## src/rtl/bvjhd_pkg.sv

```systemverilog
// ----------------------------------------------------------------------------
// bvjhd_pkg
// Shared types, constants and helpers for the bit-vector distance unit.
// ----------------------------------------------------------------------------
package bvjhd_pkg;

  localparam int unsigned WordW  = 32;
  localparam int unsigned TotalW = 16;
  localparam int unsigned PcntW  = 6;
  localparam int unsigned QuoW   = 17;
  localparam int unsigned CntW   = 5;

  // One quotient bit per divider step, bits 16 down to 0.
  localparam logic [CntW-1:0] DivLastStep = 5'd16;
  localparam logic [QuoW-1:0] QOne        = 17'h10000;

  typedef struct packed {
    logic [WordW-1:0] word_a;
    logic [WordW-1:0] word_b;
    logic             last_word;
  } in_t;

  typedef struct packed {
    logic [TotalW-1:0] hamming_distance;
    logic [QuoW-1:0]   jaccard_distance;
    logic              saturated;
  } out_t;

  // Controller to datapath.
  typedef struct packed {
    logic acc;       // beat accepted, add its counts
    logic load;      // accepted beat is the last one: latch totals, start divide
    logic step;      // one restoring-divide step
    logic out_load;  // move the finished result into the output register
  } cmd_t;

  // Datapath to controller.
  typedef struct packed {
    logic div_last;  // this step produces the final quotient bit
  } sts_t;

  function automatic logic [PcntW-1:0] popcount32(input logic [WordW-1:0] v);
    logic [PcntW-1:0] n;
    n = '0;
    for (int i = 0; i < WordW; i++) begin
      n = n + PcntW'(v[i]);
    end
    return n;
  endfunction

endpackage

```

## src/rtl/bvjhd_ctrl.sv

```systemverilog
// ----------------------------------------------------------------------------
// bvjhd_ctrl
// Sequencer: accumulate, divide, hand over result; owns both handshakes.
// ----------------------------------------------------------------------------
module bvjhd_ctrl (
  input  logic            clk_i,
  input  logic            rst_ni,
  input  logic            in_valid_i,
  input  logic            in_last_i,
  output logic            in_stall_o,
  output logic            out_valid_o,
  input  logic            out_stall_i,
  output bvjhd_pkg::cmd_t cmd_o,
  input  bvjhd_pkg::sts_t sts_i
);
  import bvjhd_pkg::*;

  localparam logic [1:0] StAcc = 2'd0;
  localparam logic [1:0] StDiv = 2'd1;
  localparam logic [1:0] StOut = 2'd2;

  logic [1:0] state_q, state_d;
  logic       out_valid_q, out_valid_d;
  logic       beat;

  assign in_stall_o  = (state_q != StAcc);
  assign out_valid_o = out_valid_q;
  assign beat        = in_valid_i && (state_q == StAcc);

  always_comb begin
    cmd_o          = '0;
    cmd_o.acc      = beat;
    cmd_o.load     = beat && in_last_i;
    cmd_o.step     = (state_q == StDiv);
    cmd_o.out_load = (state_q == StOut) && (!out_valid_q || !out_stall_i);
  end

  always_comb begin
    state_d = state_q;
    case (state_q)
      StAcc: begin
        if (cmd_o.load) begin
          state_d = StDiv;
        end
      end
      StDiv: begin
        if (sts_i.div_last) begin
          state_d = StOut;
        end
      end
      StOut: begin
        if (cmd_o.out_load) begin
          state_d = StAcc;
        end
      end
      default: state_d = StAcc;
    endcase
  end

  always_comb begin
    out_valid_d = out_valid_q;
    if (cmd_o.out_load) begin
      out_valid_d = 1'b1;
    end else if (!out_stall_i) begin
      out_valid_d = 1'b0;
    end
  end

  always_ff @(posedge clk_i or negedge rst_ni) begin
    if (!rst_ni) begin
      state_q     <= StAcc;
      out_valid_q <= 1'b0;
    end else begin
      state_q     <= state_d;
      out_valid_q <= out_valid_d;
    end
  end

endmodule

```

## src/rtl/bvjhd_dp.sv

```systemverilog
// ----------------------------------------------------------------------------
// bvjhd_dp
// Saturating popcount totals, bit-serial divider and output register.
// ----------------------------------------------------------------------------
module bvjhd_dp #(
  parameter int unsigned MAX_WORDS = 1024
) (
  input  logic             clk_i,
  input  logic             rst_ni,
  input  bvjhd_pkg::in_t   in_i,
  input  bvjhd_pkg::cmd_t  cmd_i,
  output bvjhd_pkg::sts_t  sts_o,
  output bvjhd_pkg::out_t  out_o
);
  import bvjhd_pkg::*;

  localparam int unsigned RawBound = MAX_WORDS * 32;
  localparam logic [TotalW-1:0] Bound =
    (RawBound > 65535) ? 16'hFFFF : TotalW'(RawBound);

  // running totals
  logic [TotalW-1:0] uni_q, int_q, dif_q;
  logic              sat_q;
  logic [TotalW-1:0] uni_n, int_n, dif_n;
  logic              sat_n;

  // divider and result holding
  logic [TotalW-1:0] div_q, rem_q, rem_d;
  logic [QuoW-1:0]   sh_q, quo_q;
  logic [CntW-1:0]   cnt_q;
  logic [TotalW-1:0] ham_q;
  logic              satr_q, zero_q;
  out_t              out_q;

  logic [TotalW:0]   su, si, sd;
  logic [TotalW:0]   trial;
  logic              ge;

  always_comb begin
    su = {1'b0, uni_q} + {11'b0, popcount32(in_i.word_a | in_i.word_b)};
    si = {1'b0, int_q} + {11'b0, popcount32(in_i.word_a & in_i.word_b)};
    sd = {1'b0, dif_q} + {11'b0, popcount32(in_i.word_a ^ in_i.word_b)};
    uni_n = (su > {1'b0, Bound}) ? Bound : su[TotalW-1:0];
    int_n = (si > {1'b0, Bound}) ? Bound : si[TotalW-1:0];
    dif_n = (sd > {1'b0, Bound}) ? Bound : sd[TotalW-1:0];
    sat_n = sat_q || (su > {1'b0, Bound}) || (si > {1'b0, Bound})
            || (sd > {1'b0, Bound});
  end

  // restoring step: shift in next dividend bit, subtract if it fits
  always_comb begin
    trial = {rem_q, sh_q[QuoW-1]};
    ge    = (trial >= {1'b0, div_q});
    rem_d = ge ? TotalW'(trial - {1'b0, div_q}) : trial[TotalW-1:0];
  end

  assign sts_o.div_last = (cnt_q == DivLastStep);
  assign out_o          = out_q;

  always_ff @(posedge clk_i or negedge rst_ni) begin
    if (!rst_ni) begin
      uni_q <= '0;
      int_q <= '0;
      dif_q <= '0;
      sat_q <= 1'b0;
    end else if (cmd_i.load) begin
      uni_q <= '0;
      int_q <= '0;
      dif_q <= '0;
      sat_q <= 1'b0;
    end else if (cmd_i.acc) begin
      uni_q <= uni_n;
      int_q <= int_n;
      dif_q <= dif_n;
      sat_q <= sat_n;
    end
  end

  always_ff @(posedge clk_i) begin
    if (cmd_i.load) begin
      // dividend is inter << 16; its top 15 quotient bits are zero as inter <= union
      div_q  <= uni_n;
      rem_q  <= {1'b0, int_n[TotalW-1:1]};
      sh_q   <= {int_n[0], 16'b0};
      quo_q  <= '0;
      cnt_q  <= '0;
      ham_q  <= dif_n;
      satr_q <= sat_n;
      zero_q <= (uni_n == '0) || (int_n > uni_n);
    end else if (cmd_i.step) begin
      rem_q <= rem_d;
      sh_q  <= {sh_q[QuoW-2:0], 1'b0};
      quo_q <= {quo_q[QuoW-2:0], ge};
      cnt_q <= cnt_q + 5'd1;
    end
    if (cmd_i.out_load) begin
      out_q.hamming_distance <= ham_q;
      out_q.jaccard_distance <= zero_q ? '0 : (QOne - quo_q);
      out_q.saturated        <= satr_q;
    end
  end

endmodule

```

## src/rtl/bit_vector_jaccard_hamming_distance.sv

```systemverilog
// ----------------------------------------------------------------------------
// bit_vector_jaccard_hamming_distance
// Streaming Hamming and Jaccard distance of two bit vectors.
// ----------------------------------------------------------------------------
// Word pairs are taken one beat per clock while the input is not stalled.
// Each beat adds the popcounts of a|b, a&b and a^b to three 16-bit totals,
// each clamped at min(MAX_WORDS*32, 65535); a clamp sets the saturated flag.
// The beat marked last_word closes the vector: the totals are latched and
// cleared, and a bit-serial restoring divider forms floor(inter*65536/union),
// one quotient bit per cycle. The result beat carries the Hamming distance
// and the Jaccard distance 65536 - quotient in unsigned Q1.16 (0 when the
// union is empty). The input stalls from the cycle after the last beat until
// the result enters the output register, and stays stalled while a previous
// result is still held there. Words inside a vector go at one per cycle.
// The output register lets a new vector stream in while a result waits.
// ----------------------------------------------------------------------------
module bit_vector_jaccard_hamming_distance #(
  parameter int unsigned MAX_WORDS = 1024
) (
  input  logic            clk_i,
  input  logic            rst_ni,
  input  logic            in_valid_i,
  output logic            in_stall_o,
  input  bvjhd_pkg::in_t  in_i,
  output logic            out_valid_o,
  input  logic            out_stall_i,
  output bvjhd_pkg::out_t out_o
);
  import bvjhd_pkg::*;

  localparam int unsigned RawBound = MAX_WORDS * 32;
  localparam logic [TotalW-1:0] Bound =
    (RawBound > 65535) ? 16'hFFFF : TotalW'(RawBound);

  cmd_t cmd;
  sts_t sts;

  bvjhd_ctrl u_ctrl (
    .clk_i       (clk_i),
    .rst_ni      (rst_ni),
    .in_valid_i  (in_valid_i),
    .in_last_i   (in_i.last_word),
    .in_stall_o  (in_stall_o),
    .out_valid_o (out_valid_o),
    .out_stall_i (out_stall_i),
    .cmd_o       (cmd),
    .sts_i       (sts)
  );

  bvjhd_dp #(
    .MAX_WORDS (MAX_WORDS)
  ) u_dp (
    .clk_i  (clk_i),
    .rst_ni (rst_ni),
    .in_i   (in_i),
    .cmd_i  (cmd),
    .sts_o  (sts),
    .out_o  (out_o)
  );

  // A closing beat starts the divide, so the input must stall next cycle.
  a_last_stalls : assert property (@(posedge clk_i) disable iff (!rst_ni)
    (in_valid_i && !in_stall_o && in_i.last_word) |=> in_stall_o)
    else $error("input not stalled after last beat");

  // Divider steps only while the input is held off.
  a_step_stalled : assert property (@(posedge clk_i) disable iff (!rst_ni)
    cmd.step |-> in_stall_o)
    else $error("divider stepping while input open");

  // Q1.16 result never above 1.0.
  a_jd_range : assert property (@(posedge clk_i) disable iff (!rst_ni)
    out_valid_o |-> (out_o.jaccard_distance <= QOne))
    else $error("jaccard distance above one");

  // Hamming total is clamped at the bound.
  a_ham_bound : assert property (@(posedge clk_i) disable iff (!rst_ni)
    out_valid_o |-> (out_o.hamming_distance <= Bound))
    else $error("hamming distance above bound");

endmodule

```

## config.mk

```make
export PLATFORM = sky130hd
export DESIGN_NAME = bit_vector_jaccard_hamming_distance
export DESIGN_NICKNAME = d
export VERILOG_FILES = /design/src/rtl/bvjhd_pkg.sv /design/src/rtl/bvjhd_ctrl.sv /design/src/rtl/bvjhd_dp.sv /design/src/rtl/bit_vector_jaccard_hamming_distance.sv
export SDC_FILE = /design/constraint.sdc
export NUM_CORES = 1
export LEC_CHECK = 0
export ABC_AREA = 1
export BUFFER_PORTS_ARGS = -buffer_cell sky130_fd_sc_hd__buf_2
export CORE_ASPECT_RATIO = 1.2
export CORE_UTILIZATION = 50
export DETAILED_ROUTE_END_ITERATION = 8
export PLACE_DENSITY = 0.73
export SLEW_MARGIN = 0
export SYNTH_ARGS = -nofsm -noshare
export SYNTH_HDL_FRONTEND = slang
export SYNTH_SLANG_ARGS = --single-unit
export TNS_END_PERCENT = 5
```

## constraint.sdc

```tcl
create_clock -name clk_i -period 3.73 [get_ports clk_i]
set_input_delay 0.1865 -clock clk_i [delete_from_list [all_inputs] [get_ports clk_i]]
set_output_delay 0.1865 -clock clk_i [all_outputs]
set_load 0.1 [all_outputs]
```

==> out/metrics.cfg, run 1 <==
[clock_tree]
h-tree-depth = 4
cts_tree = yes
cts_made_buffers = 17
cts.sinks = 159
cts_root_buf = clkbuf_16
clk_latency_ns = 0.44
clk_path_buf_depth = 2
path_clk_slew_ns = 0.08

[drt]
routedWlPerCell_um = 15.1
viasPerCell = 5.13
antenna_left = 0
first_pass_iters = 8
drc = 0
vias = 11100
first_iter_violations = 582
wl_um = 32600

[sta]
finalSetupTns_ns = -254.18
finalClockSkew_ns = 0.0222
final_max_slew_viol_count = 0
whs_ns = 0.0406
fmax_mhz = 141
setup_viol = 99
post-route-period-util_pct = 190
tightest_slew_ns = 1.06
hold_viol_final = 0
finalWorstSetupSlack_ns = -3.35
slew_headroom_pct = 29.6
min_period_ns = 7.08
rsz0062_at_grt = true

[logic_synthesis]
synthCells = 1568
synth_xor_area_share_pct = 2.48
ys_ff_latch = 159
postSynthAreaPerCell_um2 = 8.33
synthTopCellsByArea = edfxtp_1, ha_1, fa_1
syn_area_um2 = 13100
synth_edf_count = 84
synth.cells.most_frequent = inv_1, nand2_1, ha_1
ys_types = 51
yosys-mux-area-fraction_pct = 0
synth_compound_gate_area_share_pct = 8.77
synth_flop_cell = edfxtp_1
netlist.area_leader.share_pct = 19.3
synthAdderAreaFrac_pct = 25.2
yosysWarnings = 0
seq_area_frac_synth_pct = 32.8
async_flop_share_pct = 32.7
synth_fp_nets = 1854
yosysMostFrequentCell = inv_1
synth_top_area_cell = edfxtp_1
yosys.area_share.simple_pct = 18.5
synth_top_family_by_area = adder cells

[placed_design]
dp_cells = 2123
hpwl_um = 25400
io_buffers = 104
globalplace.congestion = 0.914

[cells_and_area]
area_growth_pct = 26.1
instances_no_fill = 2165
antenna-diode-count = 0
final_nets = 2108
layout-drive-gt1-share_pct = 26.0
fin_util_pct = 64.5

[floorplan]
io_pins = 105
die_x_um = 150
num_rows = 64
dieArea_um2 = 26800
core_area_um2 = 25500
dieHeight_um = 179
start_util_pct = 51.1

[grt]
antenna_found_initial = 0
grt_pass1_vias = 11300
grt_start_max_net_pins = 45
grt_usage_pct = 25.3
grt_remaining_overflow = 0
grt_pass1_wl_um = 52700

[worst_setup_path]
crit_path_end_kind = flip-flop
cpPeakStageDelay_ns = 0.56
required_ns = 3.93
path_buf_inv = 6
crit_fanout = 6
r2r_end = u_dp.zero_q
path_delay_family = adder cells
crit_type = in -> reg
crit_path_start_kind = primary input
timing.rr.start = u_dp.int_q[0]
r2r_setup_slack_ns = 0.24
worst_path_max_delay_cell = fa_1
cp.arrival_ns = 7.28
reg2regPathDepth = 23

[flow_run]
maxCapViolCount = 0

[hold_path]
min_from = out_stall_i
hold_end = u_ctrl.out_valid_o
hp-class = in -> reg
hold_depth = 3

[status]
violations = negative setup slack
status = complete, but fails checks

## layer usage
metal / part of all wire, % / vias up / global-route usage, %
met5: 0 / - / 0
li1: - / 5433 / -
met4: 4.0 / 0 / 12.3
met3: 4.2 / 90 / 3.46
met2: 52 / 303 / 46.8
met1: 40 / 5286 / 28.2
## kinds of logic (layout without fill, tap and decap cells)
family,count (synthesis),count (layout)
fa+ha+maj,217,217
compound gates,175,175
flops,159,159
buf+inv,421,688
xor+xnor,37,37
simple gates,559,559
## through the flow
step	cell area [um2]	setup slack [ns]
3_3_place_gp	15300	-3.84
6_report	16500	-3.35
5_1_grt	16500	-3.76
2_1_floorplan	13400	-3.26
4_1_cts	16300	-3.33
3_5_place_dp	15300	-3.92
## registers in the layout, indices dropped and copies added, names as in the netlist
register / flops
u_dp.out_o: 34
u_dp.quo_q: 17
u_dp.dif_q: 16
u_dp.div_q: 16
u_dp.ham_q: 16
u_dp.int_q: 16
u_dp.rem_q: 16
u_dp.uni_q: 16
u_dp.cnt_q: 5
u_ctrl.state_q: 2
u_ctrl.out_valid_o: 1
u_dp.sat_q: 1
u_dp.satr_q: 1
u_dp.sh_q: 1
u_dp.zero_q: 1
## how the worst max path moves through the flow
stage | startpoint | to | slack [ns] | cells after the start
floorplan | in_i[1] | u_dp.zero_q | -3.26 | 39
global placement | in_i[34] | u_dp.zero_q | -3.84 | 38
detailed placement | in_i[34] | u_dp.zero_q | -3.92 | 38
CTS | in_i[33] | u_dp.zero_q | -3.33 | 40
global route | in_i[2] | u_dp.zero_q | -3.76 | 39
finish | in_i[34] | u_dp.zero_q | -3.35 | 36
## cells in the final DEF, fill, tap and decap left out, drive strengths merged, types with 3 or more instances in the layout
cell type / netlist / final
fa: 76 / 76
nor3: 28 / 28
ha: 141 / 141
dfrtp: 52 / 52
o21ai: 57 / 57
a22oi: 17 / 17
or2: 8 / 8
o211ai: 14 / 14
xnor2: 16 / 16
buf: 7 / 255
nand2: 329 / 329
dfxtp: 23 / 23
o22ai: 26 / 26
nand3: 100 / 100
a21boi: 3 / 3
nor2: 76 / 76
a21oi: 46 / 46
xor2: 21 / 21
clkinv: 3 / 10
nand4: 9 / 9
clkbuf: 14 / 17
and2: 4 / 4
edfxtp: 84 / 84
inv: 397 / 405
nand3b: 3 / 3
## area by class of cell
cell class | count | area, um2
Clock inverter | 15 | 204
Sequential cell | 159 | 4280
Clock buffer | 17 | 425
Timing Repair Buffer | 256 | 1790
Inverter | 400 | 1530
Fill cell | 2095 | 9080
Tap cell | 330 | 413
Multi-Input combinational cell | 988 | 7820
## tightest hold or removal path: stages
cell and delay, ns:
buf_2 0.12, nand2_1 0.06, nand2_1 0.07
## what timing repair did
| action | CTS | global route |
|---|---|---|
| buffers inserted | 6 | 2 |
| pin swaps | 31 | 31 |
| endpoints found under the hold margin | 37 | 0 |
| setup endpoints to repair | 99 | 99 |
| cloned | 1 | 0 |
| resized for setup | 71 | 45 |
| hold buffers | 1 | 0 |
Power of run 1 is left out: the tool's default activity adds up to more than one toggle a clock period on the data nets, which glitch-free logic cannot reach.
==> inputs of run 2 (changes only) <==
--- a/config.mk
+++ b/config.mk
@@ -10,6 +10,7 @@
 export CORE_ASPECT_RATIO = 1.2
 export CORE_UTILIZATION = 50
 export DETAILED_ROUTE_END_ITERATION = 8
+export MAX_ROUTING_LAYER = met4
 export PLACE_DENSITY = 0.73
 export SLEW_MARGIN = 0
 export SYNTH_ARGS = -nofsm -noshare
==> out/metrics.cfg, run 2 (synthesis gave the netlist of run 1 again) <==
[placed_design]
hpwl_um = 25200  ; -0.81%
globalplace.congestion = 0.944  ; +3.3%
io_buffers = 104  ; unchanged
postPlaceCellArea_um2 = 15300  ; -0.28%

[floorplan]
num_rows = 64  ; unchanged
io_pins = 105  ; unchanged
die_x_um = 150  ; unchanged
start_util_pct = 51.1  ; unchanged
dieHeight_um = 179  ; unchanged
dieArea_um2 = 26800  ; unchanged
core_area_um2 = 25500  ; unchanged

[status]
status = complete, but fails checks
violations = negative setup slack

[flow_run]
maxCapViolCount = 0  ; unchanged

[drt]
first_pass_iters = 6  ; -2
wl_um = 33000  ; +1.1%
routedWlPerCell_um = 15.3  ; +1.4%
viasPerCell = 5.12  ; -0.17%
antenna_left = 0  ; unchanged
drc = 0  ; unchanged
first_iter_violations = 562  ; -3.4%
vias = 11100  ; -0.40%

[cells_and_area]
layout-drive-gt1-share_pct = 29.2  ; +3.1 points
fin_area_um2 = 16700  ; +1.2%
largestRegisters = u_dp.out_o (34), u_dp.quo_q (17)
area_growth_pct = 27.7
layout_commonest_cell = inv_1
largest_register = u_dp.out_o
fin_util_pct = 65.3  ; +0.79 points
final_nets = 2101  ; -0.33%
largest_reg_flops = 34  ; unchanged
final_cell_mix = inv_1, nand2_1, buf_4

[sta]
finalWorstSetupSlack_ns = -3.47  ; -0.116 ns
tightest_slew_ns = 1.05  ; -0.00632 ns
final_max_slew_viol_count = 0  ; unchanged
min_period_ns = 7.20  ; +0.116 ns
hold_viol_final = 0  ; unchanged
rsz0062_at_grt = true
finalSetupTns_ns = -248.72  ; +5.46 ns
finalClockSkew_ns = 0.0104  ; -0.0119 ns
fmax_mhz = 139  ; -1.6%
setup_viol = 99  ; unchanged
post-route-period-util_pct = 193  ; +3.1 points
slew_headroom_pct = 29.9  ; +0.27 points

[worst_setup_path]
crit_type = in -> reg
crit_path_end_kind = flip-flop
required_ns = 3.92  ; about the same
r2r_setup_slack_ns = 0.20  ; -0.04 ns
crit_fanout = 6  ; unchanged
cp.arrival_ns = 7.39  ; +0.11 ns
path_delay_family = adder cells
crit_top_cell = fa_1
cpPeakStageDelay_ns = 0.59  ; +0.03 ns
crit_path_start_kind = primary input
path_buf_inv = 6  ; unchanged
worst_path_max_delay_cell = fa_1

[clock_tree]
path_clk_slew_ns = 0.07  ; about the same
cts.sinks = 159  ; unchanged
clk_latency_ns = 0.43  ; about the same
cts_made_buffers = 17  ; unchanged
cts_tree = yes
cts_root_buf = clkbuf_16
h-tree-depth = 4  ; unchanged
clk_path_buf_depth = 2  ; unchanged

[grt]
grt_pass1_wl_um = 52400  ; -0.56%
antenna_found_initial = 0  ; unchanged
grt_remaining_overflow = 0  ; unchanged
grt_usage_pct = 26.0  ; +0.72 points
grt_start_max_net_pins = 45  ; unchanged
grt_pass1_vias = 11100  ; -1.8%

[hold_path]
hp-class = in -> reg

[run 2: cell types whose count changed in the layout (fill, tap and decap cells not counted), moves of 4 or more]
cell / previous run / this run
o21ai_1: 22 / 18
inv_2: 42 / 48
ha_4: 19 / 23
nand2_2: 32 / 52
nand3_2: 9 / 16
o21ai_2: 8 / 12
nor2_2: 4 / 10
nand2_1: 280 / 260
nand3_1: 89 / 83
buf_6: 8 / 18
inv_1: 350 / 342
buf_4: 140 / 126
nor2_1: 66 / 59
[run 2: worst paths after layout]
check                                   start                  to  cells past startpoint
worst max-delay path                  in_i[1]         u_dp.zero_q                     37
worst min-delay path              out_stall_i  u_ctrl.out_valid_o                      3
worst max register to register  u_dp.uni_q[0]         u_dp.zero_q                     23
worst min register to register  u_dp.ham_q[4]      u_dp.out_o[22]                      0
max in group asynchronous              rst_ni       u_dp.uni_q[2]                      3
min in group asynchronous              rst_ni          u_dp.sat_q                      2
[run 2: area by class of cell]
class / instances / area, um2
fillers: 2068 / 8870
multi-input cells: 988 / 8080
flip-flops and latches: 159 / 4280
repair buffers: 249 / 1760
inverters: 400 / 1530
clock buffers: 17 / 425
well taps: 330 / 413
clock inverters: 15 / 169
diodes: 2 / 5.00
[run 2: routing by layer]
| layer | wire (um) | global-route usage [%] |
|---|---|---|
| met3 | 1410 | 3.51 |
| met1 | 13200 | 29.0 |
| met4 | 1200 | 11.4 |
| met5 | 0 | - |
| met2 | 17100 | 46.1 |
[run 2: repair_timing]
action,4_1_cts,5_1_grt
setup endpoints to repair,99,99
pin swaps,69,37
gates resized for setup,127,66
hold buffers,1,0
endpoints found under the hold margin,21,0
buffers inserted,9,2
[run 2: worst register-to-register path: stages (launching register included)]
cell	delay, ns
dfrtp_1	0.39
ha_1	0.24
fa_2	0.38
nand2_1	0.10
nand2_2	0.07
nand3_1	0.16
nand2_1	0.09
nand2_1	0.08
nand2_1	0.09
inv_2	0.08
nand3_1	0.08
nor2_1	0.15
nand3_2	0.15
nand2_8	0.16
nand2_4	0.07
ha_4	0.22
inv_2	0.07
o21bai_4	0.07
a221oi_2	0.25
o221ai_1	0.16
nand2_1	0.08
nand3_1	0.06
nand2_1	0.08
nand2_1	0.05
[run 2: stage by stage]
step / setup slack (ns) / hold slack, ns / std cells
global placement: -3.78 / 0.207 / 2114
global route: -3.74 / 0.0508 / 2158
floorplan: -3.26 / -0.109 / 1568
finish: -3.47 / 0.0371 / 2160
detailed placement: -3.92 / 0.211 / 2114
CTS: -3.32 / 0.0198 / 2156
Power of run 2 is left out for the same reason.
